## src/rtl/mbg_pkg.sv

```systemverilog
// ----------------------------------------------------------------------------
// mbg_pkg: shared types and helpers for the maze backtracker generator
// Grid geometry, command and side codes, queue entry and stack frame types.
// ----------------------------------------------------------------------------
package mbg_pkg;

	localparam int GRID_WIDTH  = 16;
	localparam int CELL_COUNT  = 256;
	localparam int QUEUE_DEPTH = 2;

	localparam int CELL_W   = $clog2(CELL_COUNT);
	localparam int COL_W    = $clog2(GRID_WIDTH);
	localparam int DEPTH_W  = $clog2(CELL_COUNT + 1);
	localparam int START_W  = 8;
	localparam int FIELD_W  = 8;
	localparam int PICK_W   = 2;
	localparam int SIDE_W   = 2;
	localparam int QPTR_W   = $clog2(QUEUE_DEPTH);
	localparam int QCNT_W   = $clog2(QUEUE_DEPTH + 1);

	typedef logic [CELL_W-1:0]  cell_t;
	typedef logic [COL_W-1:0]   col_t;
	typedef logic [DEPTH_W-1:0] depth_t;
	typedef logic [3:0]         mask_t;
	typedef logic [1:0]         dir_t;
	typedef logic [START_W-1:0] start_t;
	typedef logic [FIELD_W-1:0] field_cell_t;
	typedef logic [PICK_W-1:0]  pick_t;
	typedef logic [SIDE_W-1:0]  side_t;
	typedef logic [QPTR_W-1:0]  qptr_t;
	typedef logic [QCNT_W-1:0]  qcnt_t;

	localparam logic CMD_START = 1'b0;
	localparam logic CMD_PICK  = 1'b1;

	// Neighbor directions, in list order.
	localparam dir_t DIR_LEFT  = 2'd0;
	localparam dir_t DIR_RIGHT = 2'd1;
	localparam dir_t DIR_DOWN  = 2'd2;
	localparam dir_t DIR_UP    = 2'd3;

	localparam side_t SIDE_TOP    = 2'd0;
	localparam side_t SIDE_RIGHT  = 2'd1;
	localparam side_t SIDE_BOTTOM = 2'd2;
	localparam side_t SIDE_LEFT   = 2'd3;

	localparam depth_t DEPTH_FULL = depth_t'(CELL_COUNT);
	localparam depth_t DEPTH_ONE  = depth_t'(1);
	localparam depth_t DEPTH_TWO  = depth_t'(2);
	localparam cell_t  GW_CELL    = cell_t'(GRID_WIDTH);

	typedef enum logic {
		OP_START,
		OP_PICK
	} op_kind_t;

	typedef struct packed {
		op_kind_t kind;
		cell_t    cell_idx;
		col_t     col;
		pick_t    pick;
	} op_t;

	typedef struct packed {
		cell_t cell_idx;
		col_t  col;
		mask_t mask;
	} frame_t;

	localparam int FRAME_W = $bits(frame_t);

	typedef struct packed {
		logic ready;
		logic filling;
		logic empty;
	} back_stat_t;

	typedef col_t col_table_t [2**START_W];

	function automatic col_table_t build_col_table();
		col_table_t t;
		for (int i = 0; i < 2**START_W; i++) begin
			t[i] = col_t'(i % GRID_WIDTH);
		end
		return t;
	endfunction

	// Column of every possible start index, worked out at elaboration.
	localparam col_table_t COL_TABLE = build_col_table();

	function automatic mask_t neighbor_mask(cell_t c, col_t col);
		mask_t m;
		m = '0;
		if (col != '0) m[DIR_LEFT] = 1'b1;
		if (int'(col) + 1 < GRID_WIDTH && int'(c) + 1 < CELL_COUNT) m[DIR_RIGHT] = 1'b1;
		if (int'(c) + GRID_WIDTH < CELL_COUNT) m[DIR_DOWN] = 1'b1;
		if (int'(c) >= GRID_WIDTH) m[DIR_UP] = 1'b1;
		return m;
	endfunction

	function automatic side_t side_of_dir(dir_t d);
		side_t s;
		unique case (d)
			DIR_LEFT:  s = SIDE_LEFT;
			DIR_RIGHT: s = SIDE_RIGHT;
			DIR_DOWN:  s = SIDE_BOTTOM;
			default:   s = SIDE_TOP;
		endcase
		return s;
	endfunction

endpackage

```

## src/rtl/mbg_ram.sv

```systemverilog
// ----------------------------------------------------------------------------
// mbg_ram: generic single-write, single-read RAM
// One write port and one read port with registered read data.
// ----------------------------------------------------------------------------
module mbg_ram #(
	parameter int WIDTH = 8,
	parameter int DEPTH = 16
) (
	input  logic                     clk,
	input  logic                     we,
	input  logic [$clog2(DEPTH)-1:0] waddr,
	input  logic [WIDTH-1:0]         wdata,
	input  logic                     re,
	input  logic [$clog2(DEPTH)-1:0] raddr,
	output logic [WIDTH-1:0]         rdata
);

	logic [WIDTH-1:0] mem_q [DEPTH];

	always_ff @(posedge clk) begin
		if (we) begin
			mem_q[waddr] <= wdata;
		end
	end

	always_ff @(posedge clk) begin
		if (re) begin
			rdata <= mem_q[raddr];
		end
	end

endmodule

```

## src/rtl/mbg_front.sv

```systemverilog
// ----------------------------------------------------------------------------
// mbg_front: command intake and queue
// Accepts commands, decodes them into queue entries and buffers them.
// ----------------------------------------------------------------------------
module mbg_front (
	input  logic           clk,
	input  logic           arst_n,
	input  logic           in_valid,
	output logic           in_ready,
	input  logic           command,
	input  mbg_pkg::start_t start_cell,
	input  mbg_pkg::pick_t  pick,
	output logic           q_valid,
	output mbg_pkg::op_t    q_op,
	input  logic           q_ready
);
	import mbg_pkg::*;

	op_t   entry_q [QUEUE_DEPTH];
	qptr_t wr_ptr_q;
	qptr_t rd_ptr_q;
	qcnt_t count_q;
	op_t   dec_op;
	logic  keep;
	logic  push;
	logic  pop;

	function automatic qptr_t next_ptr(qptr_t p);
		return (p == qptr_t'(QUEUE_DEPTH - 1)) ? '0 : p + qptr_t'(1);
	endfunction

	// A start outside the grid changes nothing, so it is dropped here.
	always_comb begin
		dec_op.kind     = (command == CMD_START) ? OP_START : OP_PICK;
		dec_op.cell_idx = cell_t'(start_cell);
		dec_op.col      = COL_TABLE[start_cell];
		dec_op.pick     = pick;
		keep = (command == CMD_PICK) || (int'(start_cell) < CELL_COUNT);
	end

	assign in_ready = (count_q != qcnt_t'(QUEUE_DEPTH));
	assign q_valid  = (count_q != '0);
	assign q_op     = entry_q[rd_ptr_q];
	assign push     = in_valid && in_ready && keep;
	assign pop      = q_valid && q_ready;

	always_ff @(posedge clk or negedge arst_n) begin
		if (!arst_n) begin
			wr_ptr_q <= '0;
			rd_ptr_q <= '0;
			count_q  <= '0;
		end else begin
			if (push) begin
				entry_q[wr_ptr_q] <= dec_op;
				wr_ptr_q          <= next_ptr(wr_ptr_q);
			end
			if (pop) begin
				rd_ptr_q <= next_ptr(rd_ptr_q);
			end
			if (push && !pop) begin
				count_q <= count_q + qcnt_t'(1);
			end else if (pop && !push) begin
				count_q <= count_q - qcnt_t'(1);
			end
		end
	end

endmodule

```

## src/rtl/mbg_back.sv

```systemverilog
// ----------------------------------------------------------------------------
// mbg_back: carving engine
// Holds the visited map and the stack, executes queued commands, and
// registers the result items.
// ----------------------------------------------------------------------------
module mbg_back (
	input  logic                  clk,
	input  logic                  arst_n,
	input  logic                  q_valid,
	input  mbg_pkg::op_t          q_op,
	output mbg_pkg::back_stat_t   stat,
	output logic                  out_valid,
	input  logic                  out_ready,
	output mbg_pkg::field_cell_t  from_cell,
	output mbg_pkg::field_cell_t  to_cell,
	output mbg_pkg::side_t        side,
	output logic                  finished
);
	import mbg_pkg::*;

	typedef enum logic {
		ST_RUN,
		ST_FILL
	} state_t;

	state_t                state_q;
	depth_t                depth_q;
	cell_t                 top_cell_q;
	col_t                  top_col_q;
	mask_t                 top_mask_q;
	logic [CELL_COUNT-1:0] visited_q;

	logic   ready;
	logic   exec;
	logic   is_pick;
	logic   nonempty;
	logic   found;
	dir_t   dir;
	pick_t  n;
	cell_t  target;
	col_t   tgt_col;
	logic   tgt_visited;
	mask_t  struck;
	logic   can_push;
	logic   do_push;
	logic   do_refill;
	logic   do_finish;
	frame_t wr_frame;
	frame_t rd_frame;

	assign ready    = (state_q == ST_RUN) && (!out_valid || out_ready);
	assign exec     = q_valid && ready;
	assign is_pick  = (q_op.kind == OP_PICK);
	assign nonempty = (depth_q != '0);
	assign can_push = (depth_q < DEPTH_FULL);

	// Walk the remaining-neighbor mask to the pick-th listed direction.
	always_comb begin
		n     = q_op.pick;
		found = 1'b0;
		dir   = DIR_LEFT;
		for (int d = 0; d < 4; d++) begin
			if (!found && top_mask_q[d]) begin
				if (n == '0) begin
					found = 1'b1;
					dir   = dir_t'(d);
				end else begin
					n = n - pick_t'(1);
				end
			end
		end
	end

	always_comb begin
		unique case (dir)
			DIR_LEFT: begin
				target  = top_cell_q - cell_t'(1);
				tgt_col = top_col_q - col_t'(1);
			end
			DIR_RIGHT: begin
				target  = top_cell_q + cell_t'(1);
				tgt_col = top_col_q + col_t'(1);
			end
			DIR_DOWN: begin
				target  = top_cell_q + GW_CELL;
				tgt_col = top_col_q;
			end
			default: begin
				target  = top_cell_q - GW_CELL;
				tgt_col = top_col_q;
			end
		endcase
	end

	assign tgt_visited = visited_q[target];
	assign struck      = top_mask_q & ~(mask_t'(1) << dir);

	assign do_push   = exec && is_pick && nonempty && found && !tgt_visited && can_push;
	assign do_refill = exec && is_pick && nonempty && found && tgt_visited &&
	                   (struck == '0) && (depth_q != DEPTH_ONE);
	assign do_finish = exec && is_pick && nonempty && found && tgt_visited &&
	                   (struck == '0) && (depth_q == DEPTH_ONE);

	assign wr_frame = '{cell_idx: top_cell_q, col: top_col_q, mask: top_mask_q};

	// Levels below the top of the stack live in the RAM; the top is in flops.
	mbg_ram #(
		.WIDTH (FRAME_W),
		.DEPTH (CELL_COUNT)
	) u_stack_ram (
		.clk   (clk),
		.we    (do_push),
		.waddr (cell_t'(depth_q - DEPTH_ONE)),
		.wdata (wr_frame),
		.re    (do_refill),
		.raddr (cell_t'(depth_q - DEPTH_TWO)),
		.rdata (rd_frame)
	);

	always_ff @(posedge clk or negedge arst_n) begin
		if (!arst_n) begin
			state_q    <= ST_RUN;
			depth_q    <= '0;
			top_cell_q <= '0;
			top_col_q  <= '0;
			top_mask_q <= '0;
			visited_q  <= '0;
			out_valid  <= 1'b0;
			from_cell  <= '0;
			to_cell    <= '0;
			side       <= SIDE_TOP;
			finished   <= 1'b0;
		end else begin
			// A new result in the same cycle keeps the output register full.
			if (out_valid && out_ready && !(do_push || do_finish)) begin
				out_valid <= 1'b0;
			end
			unique case (state_q)
				ST_RUN: begin
					if (exec) begin
						unique case (q_op.kind)
							OP_START: begin
								visited_q  <= {{(CELL_COUNT-1){1'b0}}, 1'b1} << q_op.cell_idx;
								top_cell_q <= q_op.cell_idx;
								top_col_q  <= q_op.col;
								top_mask_q <= neighbor_mask(q_op.cell_idx, q_op.col);
								depth_q    <= DEPTH_ONE;
							end
							OP_PICK: begin
								if (nonempty && found) begin
									if (!tgt_visited) begin
										if (can_push) begin
											visited_q[target] <= 1'b1;
											top_cell_q        <= target;
											top_col_q         <= tgt_col;
											top_mask_q        <= neighbor_mask(target, tgt_col);
											depth_q           <= depth_q + DEPTH_ONE;
											out_valid         <= 1'b1;
											from_cell         <= field_cell_t'(top_cell_q);
											to_cell           <= field_cell_t'(target);
											side              <= side_of_dir(dir);
											finished          <= 1'b0;
										end
									end else if (struck != '0) begin
										top_mask_q <= struck;
									end else begin
										depth_q <= depth_q - DEPTH_ONE;
										if (depth_q == DEPTH_ONE) begin
											out_valid <= 1'b1;
											from_cell <= '0;
											to_cell   <= '0;
											side      <= SIDE_TOP;
											finished  <= 1'b1;
										end else begin
											state_q <= ST_FILL;
										end
									end
								end
							end
						endcase
					end
				end
				ST_FILL: begin
					top_cell_q <= rd_frame.cell_idx;
					top_col_q  <= rd_frame.col;
					top_mask_q <= rd_frame.mask;
					state_q    <= ST_RUN;
				end
			endcase
		end
	end

	assign stat.ready   = ready;
	assign stat.filling = (state_q == ST_FILL);
	assign stat.empty   = !nonempty;

endmodule

```

## src/rtl/maze_backtracker_generator.sv

```systemverilog
// ----------------------------------------------------------------------------
// maze_backtracker_generator: randomized depth-first maze carving
// Command intake and queue in front, carving engine with stack RAM behind.
// ----------------------------------------------------------------------------
// Usage:
// Commands arrive on the input channel (in_valid/in_ready) as a transfer of
// command, start_cell and pick. A start command (command 0) clears the
// visited map and stacks the start cell; a pick command (command 1) offers a
// random position into the remaining neighbor list of the top cell.
// Carved passages and the final "finished" marker leave on the output
// channel (out_valid/out_ready) as from_cell, to_cell, side and finished.
// A start or a pick that carves, strikes a neighbor or is rejected is done
// in the run state; a pick that pops to a lower level also passes through
// the fill state, because the new top is read from the stack RAM with
// registered read data. A command passes through the queue entry and then
// the output register before its result is offered on the output channel.
// A two-entry queue decouples intake from the engine, so commands keep being
// taken while a result waits. When the receiver stalls, the engine holds
// with its result in the output register and the queue fills, then in_ready
// drops. Reset empties the queue and the stack and clears the visited map
// at once; the block is ready as soon as reset is released.
// ----------------------------------------------------------------------------
module maze_backtracker_generator (
	input  logic                 clk,
	input  logic                 arst_n,
	input  logic                 in_valid,
	output logic                 in_ready,
	input  logic                 command,
	input  mbg_pkg::start_t      start_cell,
	input  mbg_pkg::pick_t       pick,
	output logic                 out_valid,
	input  logic                 out_ready,
	output mbg_pkg::field_cell_t from_cell,
	output mbg_pkg::field_cell_t to_cell,
	output mbg_pkg::side_t       side,
	output logic                 finished
);
	import mbg_pkg::*;

	logic       q_valid;
	op_t        q_op;
	back_stat_t back_stat;

	// The front decodes each transfer and drops starts outside the grid.
	mbg_front u_front (
		.clk        (clk),
		.arst_n     (arst_n),
		.in_valid   (in_valid),
		.in_ready   (in_ready),
		.command    (command),
		.start_cell (start_cell),
		.pick       (pick),
		.q_valid    (q_valid),
		.q_op       (q_op),
		.q_ready    (back_stat.ready)
	);

	// The back owns all maze state and the output register.
	mbg_back u_back (
		.clk       (clk),
		.arst_n    (arst_n),
		.q_valid   (q_valid),
		.q_op      (q_op),
		.stat      (back_stat),
		.out_valid (out_valid),
		.out_ready (out_ready),
		.from_cell (from_cell),
		.to_cell   (to_cell),
		.side      (side),
		.finished  (finished)
	);

	// A finished marker is only shown while the stack is empty.
	a_finished_empty: assert property (@(posedge clk) disable iff (!arst_n)
		out_valid && finished |-> back_stat.empty)
		else $error("finished shown with cells still stacked");

	// The fill state is never held: a refill returns straight to the run state.
	a_fill_one_cycle: assert property (@(posedge clk) disable iff (!arst_n)
		back_stat.filling |=> !back_stat.filling)
		else $error("stack refill did not complete in one cycle");

	// A carved passage always joins two distinct cells.
	a_carve_distinct: assert property (@(posedge clk) disable iff (!arst_n)
		out_valid && !finished |-> to_cell != from_cell)
		else $error("carve result joins a cell to itself");

	// Horizontal carves move by one cell in the stated direction.
	a_carve_horizontal: assert property (@(posedge clk) disable iff (!arst_n)
		out_valid && !finished && (side == SIDE_RIGHT || side == SIDE_LEFT) |->
		((side == SIDE_RIGHT) ? (to_cell == from_cell + field_cell_t'(1))
		                      : (to_cell == from_cell - field_cell_t'(1))))
		else $error("horizontal carve does not match its side");

endmodule
```

## config.mk

```make
export PLATFORM = sky130hd
export DESIGN_NAME = maze_backtracker_generator
export DESIGN_NICKNAME = d
export VERILOG_FILES = /design/src/rtl/mbg_pkg.sv /design/src/rtl/mbg_ram.sv /design/src/rtl/mbg_front.sv /design/src/rtl/mbg_back.sv /design/src/rtl/maze_backtracker_generator.sv
export SDC_FILE = /design/constraint.sdc
export NUM_CORES = 2
export LEC_CHECK = 0
export BUFFER_PORTS_ARGS = -buffer_cell sky130_fd_sc_hd__buf_2
export CAP_MARGIN = 40
export CORE_UTILIZATION = 45
export DETAILED_ROUTE_END_ITERATION = 8
export PLACE_DENSITY_LB_ADDON = 0.15
export SETUP_SLACK_MARGIN = 0.5
export SLEW_MARGIN = 20
export SYNTH_ARGS = -nofsm -noshare
export SYNTH_HDL_FRONTEND = slang
export SYNTH_MEMORY_MAX_BITS = 65536
export SYNTH_SLANG_ARGS = --single-unit
```

## constraint.sdc

```tcl
create_clock -name clk -period 11.93 [get_ports clk]
set_clock_uncertainty 0.15 [all_clocks]
set_input_delay 2.386 -clock clk [delete_from_list [all_inputs] [get_ports clk]]
set_output_delay 2.386 -clock clk [all_outputs]
set_load 0.03 [all_outputs]
```

==> results.toml <==
[floorplan]
die_x_um = 634
die_area_um2 = 401000
core_area_um2 = 397000
pin_count = 36
die_h_um = 634
rows = 231
initial_core_util_pct = 45.3

[clock_network]
numCtsBuffers = 451
clock-sinks = 4440
root_buffer = "clkbuf_16"
hold_buffers = 0
cts_tree = "done"
clk_latency_ns = 1.02
post_cts_buffers = 0
cts_resized = 0
cts_buffer_depth = 4
htreeDepth = 5
clk_pin_slew_ns = 0.06

[timing]
rsz0062_at_grt = "no"
slew_headroom_pct = 20.9
post-route-min-period_ns = 8.31
worst_slew_pin_slew_ns = 1.19
hold_ws_ns = 0.331
timing.final.ws_setup_ns = 3.62
hold_viol_final = 0
period_share_pct = 69.6
setup_viol = 0
max_freq_mhz = 120
tns_ns = 0
drv_slew = 0

[setup_path]
cp-start-kind = "register"
timing.critical_path.mode_cell = "nand3_1"
r2r_slack_ns = 3.62
cp_max_fo = 52
crit_buf_inv = 6
r2r-end = "u_back.u_stack_ram.mem_q[211][10]"
cpPeakStageDelay_ns = 0.86
crit_path_end_kind = "register"
slowest_stage = "dfrtp_4"
reg2reg_depth = 18
r2r-start = "u_back.top_mask_q[1]"
critPathTopFamily = "simple AND/OR/NAND/NOR gates"
cp.required_ns = 12.47
crit_type = "register to register"
cp.arrival_ns = 8.85
path_cells = "nand3_1, ha_1, buf_4, inv_1, or3_1, nand2_1, mux2i_1, a22oi_1, a211o_1, nand3_1, nand3_1, nand2_1, buf_8, buf_4, nand4_1, buf_6, nor2_2, buf_6"

[placed_design]
hpwl_um = 310000
gp_congestion = 0.873
io_buffers = 35
dp_cells = 13977
dp_slack_ns = 3.57

[min_path]
holdPathEnd = "u_back.top_col_q[2]"
holdPathStages = 1
hold_class = "register to register"
hold_start = "u_back.u_stack_ram.rdata[6]"

[finish]
fin_nets = 9263
final_common_cell = "edfxtp_1"
area_delta_synth_final_pct = 14.2
num-fill-cells = 30827
regArea_um2 = 132000
drive_gt1_share_pct = 30.0
layout_common_cells = "edfxtp_1, mux4_2, a21oi_1, clkbuf_16, nand2_1"
instances_no_fill = 14846
multiInputGateArea_um2 = 45800

[synthesis]
netlist_area_um2 = 180000
yosys_warnings = 0
synth_top_flop_cell = "edfxtp_1"
ys_seq_area_share_pct = 73.4
synth_seq_cells = 4440
synth_edf_count = 4134
ys_types = 95
synth_nets = 8812
synthArstFlopShare_pct = 6.89
syn_inst = 8773
avgSynthCellArea_um2 = 20.5

[detailed_routing]
vias = 93236
routed_wirelength_um = 500000
avgRoutedWirePerCell_um = 33.7
vias_per_cell = 6.28
drtAntennaViolNets = 0
drt-initial-drc-count = 12436
dr.pass1.iters = 6
drc = 0

[global_routing]
grt_pass1_wl_um = 710000
grt_use_total_pct = 24.8
grt_overflow = 0
grt_max_degree = 246
antenna_found_initial = 39
grt_pass1_vias = 92493

[status]
status = "completed"

[power_and_ir_drop]
ir_drop_v = 0.000427
p_per_area_nw_per_um2 = 276
power.leakage_nw = 65.0

[job]
maxCapViolCount = 0
-- worst max path at each step --
stage                              start                                end  slack [ns]  cells after the start
floorplan           u_back.top_cell_q[1]        u_back.u_stack_ram.rdata[0]        2.43                     20
global placement    u_back.top_mask_q[0]  u_back.u_stack_ram.mem_q[211][10]        3.05                     16
detailed placement  u_back.top_mask_q[1]  u_back.u_stack_ram.mem_q[210][12]        3.57                     17
CTS                 u_back.top_mask_q[1]   u_back.u_stack_ram.mem_q[210][9]        3.50                     17
global route        u_back.top_mask_q[1]    u_back.u_stack_ram.mem_q[14][0]        3.34                     16
finish              u_back.top_mask_q[1]  u_back.u_stack_ram.mem_q[211][10]        3.62                     18
-- synth_stat cells, types with 13 or more instances --
cell type | n | area [µm²]
a211oi_1 | 71 | 533
o221ai_1 | 26 | 228
inv_1 | 22 | 82.6
o21ai_0 | 231 | 1160
o32ai_1 | 14 | 123
a2bb2oi_1 | 50 | 438
buf_1 | 118 | 443
or3_1 | 15 | 93.8
nor2_1 | 383 | 1440
edfxtp_1 | 4134 | 124000
buf_4 | 13 | 97.6
nand2_1 | 403 | 1510
mux2i_1 | 86 | 861
a21oi_1 | 548 | 2740
nor2b_1 | 74 | 463
dfrtp_1 | 306 | 7660
xnor2_1 | 21 | 184
buf_6 | 14 | 158
nor3_1 | 49 | 245
nand4_1 | 18 | 113
mux2_2 | 29 | 327
nand3_1 | 31 | 155
clkbuf_1 | 376 | 1410
ha_1 | 21 | 263
buf_2 | 53 | 265
mux4_2 | 1437 | 32400
-- report_power, final --
part	switching [mW]	internal, mW
combinational	14.9	7.42
sequential	0.677	19.4
clock	5.96	8.15
total	21.6	35.0
-- cell families (layout without fill, tap and decap cells) --
logic type                 Yosys count  in the layout  synth area share (%)
adders and majority gates           24             24                 0.180
other                                0              8                     0
AOI/OAI and AO/OA                 1084           1084                  3.58
xor gates and xnor gates            29             29                 0.142
muxes                             1561           1561                  18.8
and+or+nand+nor                   1036           1036                  2.51
DFF                               4440           4440                  73.4
buffers and inverters              599           1422                  1.38
-- metal layers --
layer | GRT usage (%) | share of wire (%) | vias to the layer above
met4 | 7.35 | 3.4 | 18
met1 | 36.3 | 41 | 50119
met3 | 4.32 | 8.5 | 873
li1 | - | - | 37587
met5 | 0 | 0.023 | -
met2 | 38.6 | 47 | 4639
-- sequential cells by signal, summed over array words and instances (netlist names), 2 cells and up --
register and flops:
u_back.u_stack_ram.mem_q 4096, u_back.visited_q 256, u_front.entry_q 22, u_back.u_stack_ram.rdata 16
u_back.depth_q 9, u_back.from_cell 8, u_back.to_cell 8, u_back.top_cell_q 8
u_back.top_col_q 4, u_back.top_mask_q 4, u_back.side 2, u_front.count_q 2
-- final cells by class --
cell class	count	area share, %
diodes	8	0.00976
clock buffers	549	5.82
clock inverters	276	1.34
inverters	24	0.0439
multi-input cells	3734	22.3
flip-flops and latches	4440	64.3
well taps	5242	3.20
repair buffers	573	2.96
-- metrics by stage --
stage	total power, mW	instance area (µm²)	util [%]
final	56.5	205000	51.7
after global routing	58.2	205000	51.7
after CTS	56.5	204000	51.6
after detailed placement	42.5	190000	47.9
after floorplan	33.2	180000	-
after global placement	41.6	187000	47.2
No activity file was read; power rests on OpenSTA's default activity.
